**src/hdl/assert_macros.svh**
```systemverilog
// Assertion helper macros shared by the RTL files.
`ifndef ASSERT_MACROS_SVH
`define ASSERT_MACROS_SVH

// Implication checked at every clock edge outside reset.
`define ASSERT_IMPL(label, clk, rst_n, ante, cons) \
	label: assert property (@(posedge clk) disable iff (!rst_n) (ante) |-> (cons)) \
		else $error("assertion failed");

// Next-cycle implication checked outside reset.
`define ASSERT_NEXT(label, clk, rst_n, ante, cons) \
	label: assert property (@(posedge clk) disable iff (!rst_n) (ante) |=> (cons)) \
		else $error("assertion failed");

`endif

```
**src/hdl/ibg_pkg.sv**
```systemverilog
`timescale 1ns / 1ps
`default_nettype none
// ----------------------------------------------------------------------------
// ibg_pkg: shared types and constants for the instance batch grouper
// Request and result structs, action and status codes, controller states.
// ----------------------------------------------------------------------------
package ibg_pkg;

	localparam int MaxBatchesDef = 32;
	localparam int ResultLimit = 32;
	localparam logic [15:0] CountMax = 16'hFFFF;
	localparam logic [19:0] TotalMax = 20'hFFFFF;

	localparam logic [1:0] ACT_ADD = 2'd0;
	localparam logic [1:0] ACT_SORT = 2'd1;
	localparam logic [1:0] ACT_CLEAR = 2'd2;
	localparam logic [1:0] ACT_NOP = 2'd3;

	localparam logic [2:0] ST_APPEND = 3'd0;
	localparam logic [2:0] ST_NEW = 3'd1;
	localparam logic [2:0] ST_NULL = 3'd2;
	localparam logic [2:0] ST_FULL = 3'd3;
	localparam logic [2:0] ST_SORTED = 3'd4;
	localparam logic [2:0] ST_CLEARED = 3'd5;
	localparam logic [2:0] ST_EMPTY = 3'd6;

	typedef struct packed {
		logic [1:0] action;
		logic [15:0] mesh_id;
		logic [15:0] material_id;
		logic signed [23:0] pos_x;
		logic signed [23:0] pos_y;
		logic signed [23:0] pos_z;
		logic signed [23:0] cam_x;
		logic signed [23:0] cam_y;
		logic signed [23:0] cam_z;
	} req_t;

	typedef struct packed {
		logic [2:0] status;
		logic [5:0] batch_index;
		logic [15:0] batch_mesh;
		logic [15:0] batch_material;
		logic [15:0] instance_count;
		logic [51:0] distance_sq;
		logic [19:0] total_instances;
		logic last;
	} res_t;

	typedef enum logic [3:0] {
		S_IDLE,
		S_SCAN,
		S_ADD_END,
		S_DIST,
		S_DIST_WAIT,
		S_SORT_RD,
		S_SORT_CMP,
		S_EMIT_RD,
		S_EMIT
	} state_t;

	// commands from controller to datapath
	typedef struct packed {
		logic load;
		logic scan_clr;
		logic scan_step;
		logic add_finish;
		logic single_out;
		logic dist_clr;
		logic dist_step;
		logic sort_clr;
		logic sort_rd;
		logic sort_cmp;
		logic emit_clr;
		logic emit_rd;
		logic emit_out;
	} cmd_t;

	// status from datapath to controller
	typedef struct packed {
		logic scan_done;
		logic dist_done;
		logic sort_done;
		logic shift;
		logic emit_done;
		logic table_empty;
		logic single;
	} sts_t;

endpackage
`default_nettype wire

```
**src/hdl/ibg_ctrl.sv**
```systemverilog
`timescale 1ns / 1ps
`default_nettype none
// ----------------------------------------------------------------------------
// ibg_ctrl: sequencer for add, sort and clear requests
// Walks the datapath through scan, distance, sort and emit phases.
// ----------------------------------------------------------------------------
`include "assert_macros.svh"
module ibg_ctrl (
	input wire logic clk,
	input wire logic arst_n,
	input wire logic start,
	input wire logic [1:0] action,
	input wire ibg_pkg::sts_t sts,
	output ibg_pkg::cmd_t cmd,
	output logic busy,
	output logic strobe
);
	import ibg_pkg::*;

	state_t state_q, state_d;
	logic strobe_q;
	logic [1:0] dwait_q;

	// state register
	always_ff @(posedge clk or negedge arst_n) begin
		if (!arst_n) begin
			state_q <= S_IDLE;
			strobe_q <= 1'b0;
			dwait_q <= '0;
		end else begin
			state_q <= state_d;
			strobe_q <= cmd.single_out || cmd.add_finish || cmd.emit_out;
			dwait_q <= (state_q == S_DIST_WAIT) ? dwait_q + 2'd1 : 2'd0;
		end
	end

	// next state
	always_comb begin
		state_d = state_q;
		case (state_q)
			S_IDLE: begin
				if (start && action == ACT_ADD) begin
					state_d = S_SCAN;
				end else if (start && action == ACT_SORT) begin
					state_d = S_DIST;
				end else if (start && action == ACT_CLEAR) begin
					state_d = S_ADD_END;
				end
			end
			S_SCAN: begin
				if (sts.single || sts.scan_done) begin
					state_d = S_ADD_END;
				end
			end
			S_ADD_END: state_d = S_IDLE;
			S_DIST: begin
				if (sts.single && sts.table_empty) begin
					state_d = S_ADD_END;
				end else if (sts.dist_done) begin
					state_d = S_DIST_WAIT;
				end
			end
			S_DIST_WAIT: begin
				if (dwait_q == 2'd3) begin
					state_d = S_SORT_RD;
				end
			end
			S_SORT_RD: state_d = sts.sort_done ? S_EMIT_RD : S_SORT_CMP;
			S_SORT_CMP: state_d = sts.shift ? S_SORT_CMP : S_SORT_RD;
			S_EMIT_RD: state_d = S_EMIT;
			S_EMIT: state_d = sts.emit_done ? S_IDLE : S_EMIT_RD;
			default: state_d = S_IDLE;
		endcase
	end

	// outputs
	always_comb begin
		cmd = '0;
		case (state_q)
			S_IDLE: begin
				cmd.load = start;
				cmd.scan_clr = start;
				cmd.dist_clr = start;
			end
			S_SCAN: cmd.scan_step = !(sts.single || sts.scan_done);
			S_ADD_END: begin
				cmd.single_out = sts.single;
				cmd.add_finish = !sts.single;
			end
			S_DIST: cmd.dist_step = !sts.dist_done && !sts.table_empty;
			S_DIST_WAIT: cmd.sort_clr = (dwait_q == 2'd3);
			S_SORT_RD: begin
				cmd.sort_rd = !sts.sort_done;
				cmd.emit_clr = sts.sort_done;
			end
			S_SORT_CMP: cmd.sort_cmp = 1'b1;
			S_EMIT_RD: cmd.emit_rd = 1'b1;
			S_EMIT: cmd.emit_out = 1'b1;
			default: cmd = '0;
		endcase
	end

	assign busy = (state_q != S_IDLE);
	assign strobe = strobe_q;

	`ASSERT_NEXT(a_start_busy, clk, arst_n, start && !busy && action != ACT_NOP, busy)
	`ASSERT_IMPL(a_one_cmd, clk, arst_n, 1'b1,
		$onehot0({cmd.single_out, cmd.add_finish, cmd.emit_out}))
	`ASSERT_IMPL(a_idle_quiet, clk, arst_n, state_q == S_IDLE, !cmd.emit_out)
endmodule
`default_nettype wire
```
**config.mk**
```make
export PLATFORM = sky130hd
export DESIGN_NAME = ibg_ctrl
export DESIGN_NICKNAME = d
export VERILOG_FILES = /design/src/hdl/ibg_pkg.sv /design/src/hdl/ibg_ctrl.sv
export VERILOG_INCLUDE_DIRS = /design/src /design/src/hdl
export SDC_FILE = /design/constraint.sdc
export NUM_CORES = 1
export LEC_CHECK = 0
export BUFFER_PORTS_ARGS = -buffer_cell sky130_fd_sc_hd__clkbuf_2
export CAP_MARGIN = 20
export CORE_AREA = 5 5 44 46
export DETAILED_ROUTE_END_ITERATION = 8
export DIE_AREA = 0 0 49 51
export GPL_ROUTABILITY_DRIVEN = 0
export PLACE_DENSITY = 0.72
export SLEW_MARGIN = 0
export SYNTH_ARGS = -nofsm -noshare
export SYNTH_HDL_FRONTEND = slang
export SYNTH_SLANG_ARGS = --single-unit
export TNS_END_PERCENT = 50
```
**constraint.sdc**
```tcl
create_clock -name clk -period 2.1 [get_ports clk]
set_input_delay 0.105 -clock clk [delete_from_list [all_inputs] [get_ports clk]]
set_output_delay 0.105 -clock clk [all_outputs]
set_load 0.005 [all_outputs]
```
Word-level counts from Yosys, hierarchy flattened

Cells that the tools add are included.

Reductions and logical operators: 17
Mux-type cells: 23
Eq/ne operators: 15
Add/sub/neg operators: 1

Operator list:

| operator                                                              | number |
|---|---|
| 4-bit case mux with 8 select lines                                    | 1 |
| 4-bit two-way mux                                                     | 7 |
| 4-bit by 3-bit equality test with 1-bit output, second input constant | 4 |
| 1-bit two-way mux                                                     | 10 |
| 4-bit by 2-bit equality test with 1-bit output, second input constant | 2 |
| 2-bit two-way mux                                                     | 4 |
| 1-bit logical AND                                                     | 5 |
| 1-bit zero test                                                       | 5 |
| 2-bit equality test, second input constant                            | 2 |
| 4-bit by 1-bit equality test with 1-bit output, second input constant | 1 |
| 4-bit equality test, second input constant                            | 1 |
| 4-bit zero test                                                       | 1 |
| 4-bit != test, second input constant                                  | 1 |
| 4-bit AND reduction                                                   | 1 |
| 4-bit nonzero test                                                    | 1 |
| 1-bit logical OR                                                      | 3 |
| 3-bit two-way mux                                                     | 1 |
| 3-bit != test, second input constant                                  | 1 |
| 2-bit by 1-bit adder with 2-bit output, second input constant         | 1 |
| 2-bit by 1-bit equality test with 1-bit output, second input constant | 1 |
| 2-bit zero test                                                       | 1 |
| 2-bit by 1-bit != test with 1-bit output, second input constant       | 1 |
| 2-bit != test, second input constant                                  | 1 |

Input port bits: 12
Word-level logic and storage cells: 59
Register bits after elaboration: 7
Output and inout bits: 15

Logic depth before layout (Yosys ltp)

Gate-level depths: netlist (run 1).

Word-level depth: 6
Gate-level depth with buffers: 6

Worst setup path before layout (run 1)

No wires, ideal clock.

Path type: flip-flop to flip-flop
Start point: register state_q[0]
End point: register state_q[0]
Arrival: 1.432 ns
Library setup time: 0.125 ns
Period minus slack after synthesis: 1.557 ns
Path buffers: 0
Required time: 1.975 ns
Path slack: 0.543 ns
Stages on the path, launching flop included: 5
Cell sequence: dfrtp_1 > or4_4 > a21oi_1 > nor4_2 > mux2_4

Word-level cells in the longest chain between the ends: 3

Ends and longest elaborated chain:

| item                                                                         | RTL line       | text |
|---|---|---|
| start: declaration                                                           | ibg_ctrl.sv:20 | `state_t state_q, state_d;` |
| start signal: assignment                                                     | ibg_ctrl.sv:31 | `state_q <= state_d;` |
| 4-bit by 2-bit equality test with 1-bit output, or another cell as far along | ibg_ctrl.sv:40 | `case (state_q)` |
| 3-bit != test (no line), or another cell as far along                        | n/a            |  |
| 4-bit AND reduction (no line)                                                | n/a            |  |

Several ways; a longest one is shown, not always the timed one.
A chain may end at the register's enable or synchronous reset.

Final worst setup path (run 1)

Start point: register state_q[3]
End point: register state_q[0]

The elaborated chain is that of the path after synthesis.

==> summary.md, run 1 <==
| Metric | Value |
|---|---|
| Worst-path maximum fanout | `12` |
| Unrepaired setup endpoints after global routing | `no` |
| Clock share of power | `0.148` |
| Tightest Hold Check Type | `input pin to asynchronous set/reset pin` |
| Synthesized instance count | `72` |
| Sw frac | `0.417` |
| Routed length per instance | `14.0 um` |
| Crit path buffers/inverters | `0` |
| Net switching power | `0.335 mW` |
| Die extent in y | `51 um` |
| Delay-heaviest family, CP | `simple AND/OR/NAND/NOR gates` |
| Post-synth top area cell | `dfrtp_1` |
| Total GRT Usage | `0.143` |
| Cell Area, Synth | `618 um^2` |
| CTS tree | `done` |
| Worst setup SP type | `flip-flop` |
| Seq/Total Area, Yosys | `0.283` |
| Crit Path Class | `flip-flop to flip-flop` |
| Flop-to-flop setup slack | `0.35 ns` |
| Total power | `0.804 mW` |
| Port Buf Inserts | `26` |
| Number of synthesized register bits | `7` |
| GRT overflow | `0` |
| Vias per Instance | `5.46` |
| Seq pwr share | `0.297` |
| Reg2reg path depth | `4` |
| Leakage power | `0.387 nW` |
| Area of the core | `1470 um^2` |
| Req. time, crit path | `2.23 ns` |
| Vias in the first global route | `650` |
| Die W | `49 um` |
| Clock net sink count | `7` |
| Synth Warn # | `0` |
| Cell Pwr Density | `1030 nW/um^2` |
| CP max stage cell | `or4_4` |
| Pin count of the biggest net entering global routing | `13` |
| Clk buf depth | `2` |
| DRC | `0` |
| Syn_nets | `85` |
| N_diodes | `0` |
| Combinational Power Share | `0.556` |
| Setup-failing EPs final | `0` |
| Synth top area share | `0.283` |
| Rows | `14` |
| Post-layout min period | `1.75 ns` |
| Layout cells sized above 1 | `0.394` |
| Fmax | `572 MHz` |
| 1st-iter DRT viols | `28` |
| Xor/xnor share of the synthesized area | `0.0142` |
| Most common cell after layout, fill and taps aside | `clkbuf_2` |
| Setup TNS | `0 ns` |
| Clock root cell | `clkbuf_4` |
| Hold Violations, Final | `0` |
| Crit path DAT | `1.88 ns` |
| Status | `completed` |
| Clock skew | `0.00402 ns` |
| Initial antenna violation count | `0` |
| Total CTS buffers | `3` |
| Most frequent cells in the layout | `clkbuf_2 (26), dfrtp_1 (7), inv_1 (6), nor2_1 (6), nor3_1 (5)` |
| Worst skew pair latency | `0.25 ns` |
| # Post-CTS Setup Buffers | `0` |
| Worst setup endpoint | `state_q[0]$_DFFE_PN0P_` |
| Via Count | `628` |
| Main area contributors after synthesis | `dfrtp_1 (28%), buf_4 (4.9%), nor3_1 (4.0%)` |
| Clk pin slew, worst setup/hold paths | `0.05 ns` |
| Final worst path period share | `0.832` |
| Die area | `2500 um^2` |
| Worst setup path startpoint | `state_q[3]$_DFFE_PN0P_` |
| Main combinational cell family by area after synthesis | `simple AND/OR/NAND/NOR gates` |
| R2r endpoint | `state_q[0]$_DFFE_PN0P_` |
| Initial Utilization | `0.420` |
| Crit end category | `flip-flop` |
| Simple-gate area share of the yosys netlist | `0.413` |
| # nets final | `113` |
| Post-Synth Adder-Cell Area | `0.0202` |
| CTS resizes | `0` |
| Post-DRT Antenna Nets | `0` |
| Synth Area in Compound Gates | `0.136` |
| Distinct cell type count of the synthesized netlist | `30` |
| First-pass GRT wire length | `2.84 mm` |
| Crit-path max cell delay | `0.57 ns` |
| # IOs | `27` |
| Reg-to-reg startpoint | `state_q[3]$_DFFE_PN0P_` |
| Post-Syn Area per Cell | `8.58 um^2` |
| HPWL after DPL | `1.29 mm` |
| Path length in cells of the critical path | `4` |
| VDD IR max | `0.622 mV` |
| Slew margin rel. | `0.724` |
| Area growth, synth to finish | `26.5%` |
| CTS H-Tree Depth | `1` |
| Pre-Repair DR Iteration Count | `4` |
| MaxCap Viol Count | `0` |
| Final wirelength | `1.61 mm` |
| Slew @ Worst Pin | `0.410 ns` |
| Mux cell area share after synthesis | `0.0243` |
| Total internal power | `0.469 mW` |
| CP Cell Sequence | `or4_4 -> a21oi_1 -> nor4_2 -> mux2_4` |
| Fin. max-slew vios | `0` |
-- cells in the mapped netlist, drive strengths merged --
cell type  count
nor4b          3
nor3b          2
nand4b         1
nand2b         2
or4            1
or2b           1
nor2b          1
dfrtp          7
or2            1
xnor2          1
o311a          1
inv            6
a21oi          4
and3           2
o21ai          1
nor2           6
buf            7
ha             1
a31oi          2
nor4           6
a31o           2
mux2           1
nor3           5
and2           1
o22ai          3
nand2          4
-- kinds of logic (layout without fill, tap and decap cells) --
kind of cell | Yosys count | count (layout)
AND/OR/NAND/NOR | 36 | 36
AO/OA/AOI/OAI | 13 | 13
buffers and inverters | 13 | 40
flip-flops | 7 | 7
adder cells (fa/ha/maj) | 1 | 1
XOR/XNOR | 1 | 1
multiplexers | 1 | 1
-- registers in the layout (all words and copies together) (netlist names) --
signal / count
dwait_q: 2
state_q: 4
strobe: 1
-- per-layer routing --
metal	up-vias	track usage	wire length [um]
li1	318	-	-
met4	0	0.0404	0
met5	-	0	0
met2	26	0.230	810
met1	284	0.176	693
met3	0	0.0581	101
-- power groups by stage --
| stage | logic (mW) | clock network [mW] | registers, mW |
|---|---|---|---|
| floorplan | 0.356 | 0 | 0.203 |
| global placement | 0.441 | 0 | 0.238 |
| detailed placement | 0.447 | 0 | 0.241 |
| CTS | 0.451 | 0.128 | 0.238 |
| global route | 0.502 | 0.146 | 0.248 |
| finish | 0.447 | 0.119 | 0.238 |
-- how the worst min path moves through the flow --
stage / startpoint / to
after floorplan: arst_n / dwait_q[0]$_DFF_PN0_
after CTS: arst_n / strobe$_DFF_PN0_
after detailed placement: arst_n / dwait_q[0]$_DFF_PN0_
after global routing: arst_n / strobe$_DFF_PN0_
final: arst_n / strobe$_DFF_PN0_
after global placement: arst_n / dwait_q[0]$_DFF_PN0_
-- what timing repair did --
item / in CTS / in global routing
hold buffers: 1 / 0
endpoints found under the setup margin: 0 / 0
hold endpoints to repair: 7 / 0
-- through the flow --
stage | instance area, um^2 | util | cells | worst slack (ns) | hold slack, ns
finish | 782 | 0.531 | 115 | 0.352 | 0.224
global route | 782 | 0.531 | 115 | 0.223 | 0.237
CTS | 782 | 0.531 | 115 | 0.359 | 0.211
detailed placement | 746 | 0.507 | 110 | 0.362 | -0.0517
floorplan | 618 | - | 72 | 0.543 | -0.191
global placement | 746 | 0.507 | 110 | 0.387 | -0.0473
-- final cells by class --
| cell class | count | area, um^2 |
|---|---|---|
| repair buffers | 30 | 163 |
| flip-flops and latches | 7 | 175 |
| well taps | 16 | 20.0 |
| fillers | 160 | 689 |
| multi-input cells | 52 | 375 |
| clock buffers | 4 | 26.3 |
| inverters | 6 | 22.5 |
(Power assumes the default switching activity.)
==> inputs of run 2 (changes only) <==
--- a/config.mk
+++ b/config.mk
@@ -6,13 +6,14 @@
 export SDC_FILE = /design/constraint.sdc
 export NUM_CORES = 1
 export LEC_CHECK = 0
+export ABC_AREA = 1
 export BUFFER_PORTS_ARGS = -buffer_cell sky130_fd_sc_hd__clkbuf_2
 export CAP_MARGIN = 20
-export CORE_AREA = 5 5 44 46
+export CORE_AREA = 5 5 42 44
 export DETAILED_ROUTE_END_ITERATION = 8
-export DIE_AREA = 0 0 49 51
+export DIE_AREA = 0 0 47 49
 export GPL_ROUTABILITY_DRIVEN = 0
-export PLACE_DENSITY = 0.72
+export PLACE_DENSITY = 0.74
 export SLEW_MARGIN = 0
 export SYNTH_ARGS = -nofsm -noshare
 export SYNTH_HDL_FRONTEND = slang
==> constraint.sdc (replaced) <==
create_clock -name clk -period 1.75 [get_ports clk]
set_input_delay 0.0875 -clock clk [delete_from_list [all_inputs] [get_ports clk]]
set_output_delay 0.0875 -clock clk [all_outputs]
set_load 0.005 [all_outputs]
==> summary.md, run 2 <==
| Metric | Value |
|---|---|
| Initial Utilization | `0.403 (-0.0174)` |
| Crit end category | `primary output` |
| Dpl ws | `0.548 ns (+0.186 ns)` |
| First-pass GRT wire length | `2.22 mm (-22%)` |
| Seq/Total Area, Yosys | `0.310 (+0.0270)` |
| Total CTS buffers | `3 (unchanged)` |
| Combinational Power Share | `0.567 (+0.011)` |
| Fillcell total | `153 (-4.4%)` |
| Main area contributors after synthesis | `dfrtp_1 (31%), nand2_1 (15%), nor2_1 (11%)` |
| Clock net sink count | `7 (unchanged)` |
| Initial antenna violation count | `0 (unchanged)` |
| GRT overflow | `0 (unchanged)` |
| Unrepaired setup endpoints after global routing | `no` |
| Most flops, register | `state_q` |
| Multi-input logic area | `314 um^2 (-16%)` |
| Hold EP | `state_q[1]$_DFFE_PN0P_` |
| Reg2reg path depth | `7 (+3)` |
| Die extent in y | `49 um (-3.9%)` |
| Worst-path maximum fanout | `4 (-8)` |
| Clock skew | `0.00155 ns (-0.00248 ns)` |
| # Post-CTS Setup Buffers | `0 (unchanged)` |
| Total GRT Usage | `0.130 (-0.0124)` |
| Setup-failing EPs final | `0 (unchanged)` |
| Synth Warn # | `0 (unchanged)` |
| Status | `completed` |
| Worst setup SP type | `flip-flop` |
| Minimum hold slack | `0.129 ns (-0.0949 ns)` |
| Reg-to-reg startpoint | `state_q[0]$_DFFE_PN0P_` |
| Final wirelength | `1.28 mm (-20%)` |
| Cells on Worst Hold Path | `4` |
| Number of synthesized register bits | `7 (unchanged)` |
| Area of the core | `1400 um^2 (-4.8%)` |
| Pin count of the biggest net entering global routing | `9 (-4)` |
| Crit-path max cell delay | `0.43 ns (-0.14 ns)` |
| Area growth, synth to finish | `30.4%` |
| Slew margin rel. | `0.865 (+0.140)` |
| Routed length per instance | `9.49 um (-32%)` |
| Seq pwr share | `0.286 (-0.011)` |
| Layout cells sized above 1 | `0.370 (-0.0242)` |
| Sequential Area | `175 um^2 (unchanged)` |
| Sw frac | `0.478 (+0.0616)` |
| Post-synth top area cell | `dfrtp_1` |
| CTS H-Tree Depth | `1 (unchanged)` |
| Distinct cell type count of the synthesized netlist | `17 (-43%)` |
| Total internal power | `0.529 mW (+13%)` |
| Vias per Instance | `4.55 (-17%)` |
| Flop-to-flop setup slack | `0.55 ns (+0.20 ns)` |
| CTS tree | `done` |
| Synthesized instance count | `90 (+25%)` |
| N_diodes | `0 (unchanged)` |
| Crit path DAT | `1.32 ns (-0.56 ns)` |
| # nets final | `133 (+18%)` |
| Most frequent cell after synthesis | `nand2_1` |
| Total power | `1.01 mW (+26%)` |
| Cell Pwr Density | `1380 nW/um^2 (+34%)` |
| CP Cell Sequence | `inv_2 -> nand2_2 -> nor2_2 -> inv_1 -> nor2_1 -> clkbuf_2` |
| Clock root cell | `clkbuf_4` |
| Max reg flops | `4 (unchanged)` |
| Pre-Repair DR Iteration Count | `4 (unchanged)` |
| Post-layout min period | `1.40 ns` |
| Clk pin slew, worst setup/hold paths | `0.05 ns (about the same)` |
| HP Start | `sts[5]` |
| Vias in the first global route | `542 (-17%)` |
| Fmax | `712 MHz` |
| Slew @ Worst Pin | `0.203 ns (-0.207 ns)` |
| Fin. max-slew vios | `0 (unchanged)` |
| HPWL after DPL | `1.11 mm (-14%)` |
| Setup TNS | `0 ns (unchanged)` |
| PnR worst setup slack | `0.346 ns (-0.00573 ns)` |
| Most frequent cells in the layout | `clkbuf_2 (26), nand2_1 (22), nor2_1 (17)` |
| Rows | `14 (unchanged)` |
| 1st-iter DRT viols | `8 (-71%)` |
| Top FF cell, synth | `dfrtp_1` |
| Post-DRT Antenna Nets | `0 (unchanged)` |
| Post-synth EDFFs | `0 (unchanged)` |
| Port Buf Inserts | `26 (unchanged)` |
| Die W | `47 um (-4.1%)` |
| Most frequent cells after synthesis | `nand2_1 (22), nor2_1 (17), inv_1 (13)` |
| Clock share of power | `0.146 (-0.002)` |
| Leakage power | `0.459 nW (+19%)` |
| Most common cell after layout, fill and taps aside | `clkbuf_2` |
| R2r endpoint | `state_q[0]$_DFFE_PN0P_` |
| Crit Path Class | `flip-flop to primary output` |
| Clk buf depth | `2 (unchanged)` |
| CP max stage cell | `dfrtp_1` |
| Hold Violations, Final | `0 (unchanged)` |
| Synth top area share | `0.310 (+0.0270)` |
| Die area | `2300 um^2 (-7.8%)` |
| DRC | `0 (unchanged)` |
| Tightest Hold Check Type | `input pin to flip-flop` |
| Cell Area, Synth | `564 um^2 (-8.7%)` |
| Post-Syn Area per Cell | `6.27 um^2 (-27%)` |
| Net switching power | `0.485 mW (+45%)` |
| CTS resizes | `0 (unchanged)` |
| Req. time, crit path | `1.66 ns (-0.57 ns)` |
| Via Count | `614 (-2.2%)` |
| Async S/R FF share, synth | `1.00 (unchanged)` |
| # IOs | `27 (unchanged)` |
| Syn_nets | `103 (+21%)` |
| VDD IR max | `0.705 mV (+13%)` |
| Final worst path period share | `0.802` |
| MaxCap Viol Count | `0 (unchanged)` |
| Worst skew pair latency | `0.25 ns (about the same)` |
## run 2: final cells by class
type | instances | share of cell area
Sequential cell | 7 | 0.238
Inverter | 16 | 0.0816
Tap cell | 16 | 0.0272
Timing Repair Buffer | 27 | 0.190
Clock buffer | 4 | 0.0357
Multi-Input combinational cell | 65 | 0.427
## run 2: through the flow
step,std cells,util,cell area [um^2]
2_1_floorplan,90,-,564
3_3_place_gp,130,0.499,699
3_5_place_dp,130,0.499,699
4_1_cts,135,0.525,736
5_1_grt,135,0.525,736
6_report,135,0.525,736
## run 2: worst max-delay path: cells and delay by family (launching register included)
family	cells	cell delay, ns
flip-flops	1	0.43
AND/OR/NAND/NOR	3	0.33
buffers and inverters	3	0.30
## run 2: worst max path at each step
stage	start	end	cells past startpoint
floorplan	state_q[2]$_DFFE_PN0P_	cmd[11]	4
global route	state_q[2]$_DFFE_PN0P_	cmd[7]	4
detailed placement	state_q[0]$_DFFE_PN0P_	state_q[0]$_DFFE_PN0P_	8
finish	state_q[3]$_DFFE_PN0P_	cmd[5]	6
global placement	state_q[0]$_DFFE_PN0P_	state_q[0]$_DFFE_PN0P_	7
CTS	state_q[2]$_DFFE_PN0P_	cmd[11]	4
## run 2: repair_timing
item,in CTS,in global routing
setup endpoints to repair,0,0
hold buffers,1,0
endpoints found under the hold margin,7,0
## run 2: per-layer routing
metal  routed length [um]  vias up  global-route usage
li1                     -      332                   -
met1                  578      261               0.182
met2                  569       17               0.186
met3                  102        4              0.0221
met4                   31        0              0.0691
met5                    0        -                   0
## run 2: cells by family after synthesis
logic type | synth area share
flops | 0.310
compound gates | 0.0443
fa+ha+maj | 0.0222
buf+inv | 0.133
simple gates | 0.490
## run 2: power by group through the flow
| stage | combinational [mW] | sequential (mW) | clock, mW |
|---|---|---|---|
| final | 0.575 | 0.290 | 0.149 |
| after detailed placement | 0.581 | 0.292 | 0 |
| after global placement | 0.572 | 0.289 | 0 |
| after floorplan | 0.433 | 0.281 | 0 |
| after global routing | 0.668 | 0.300 | 0.166 |
| after CTS | 0.585 | 0.290 | 0.152 |
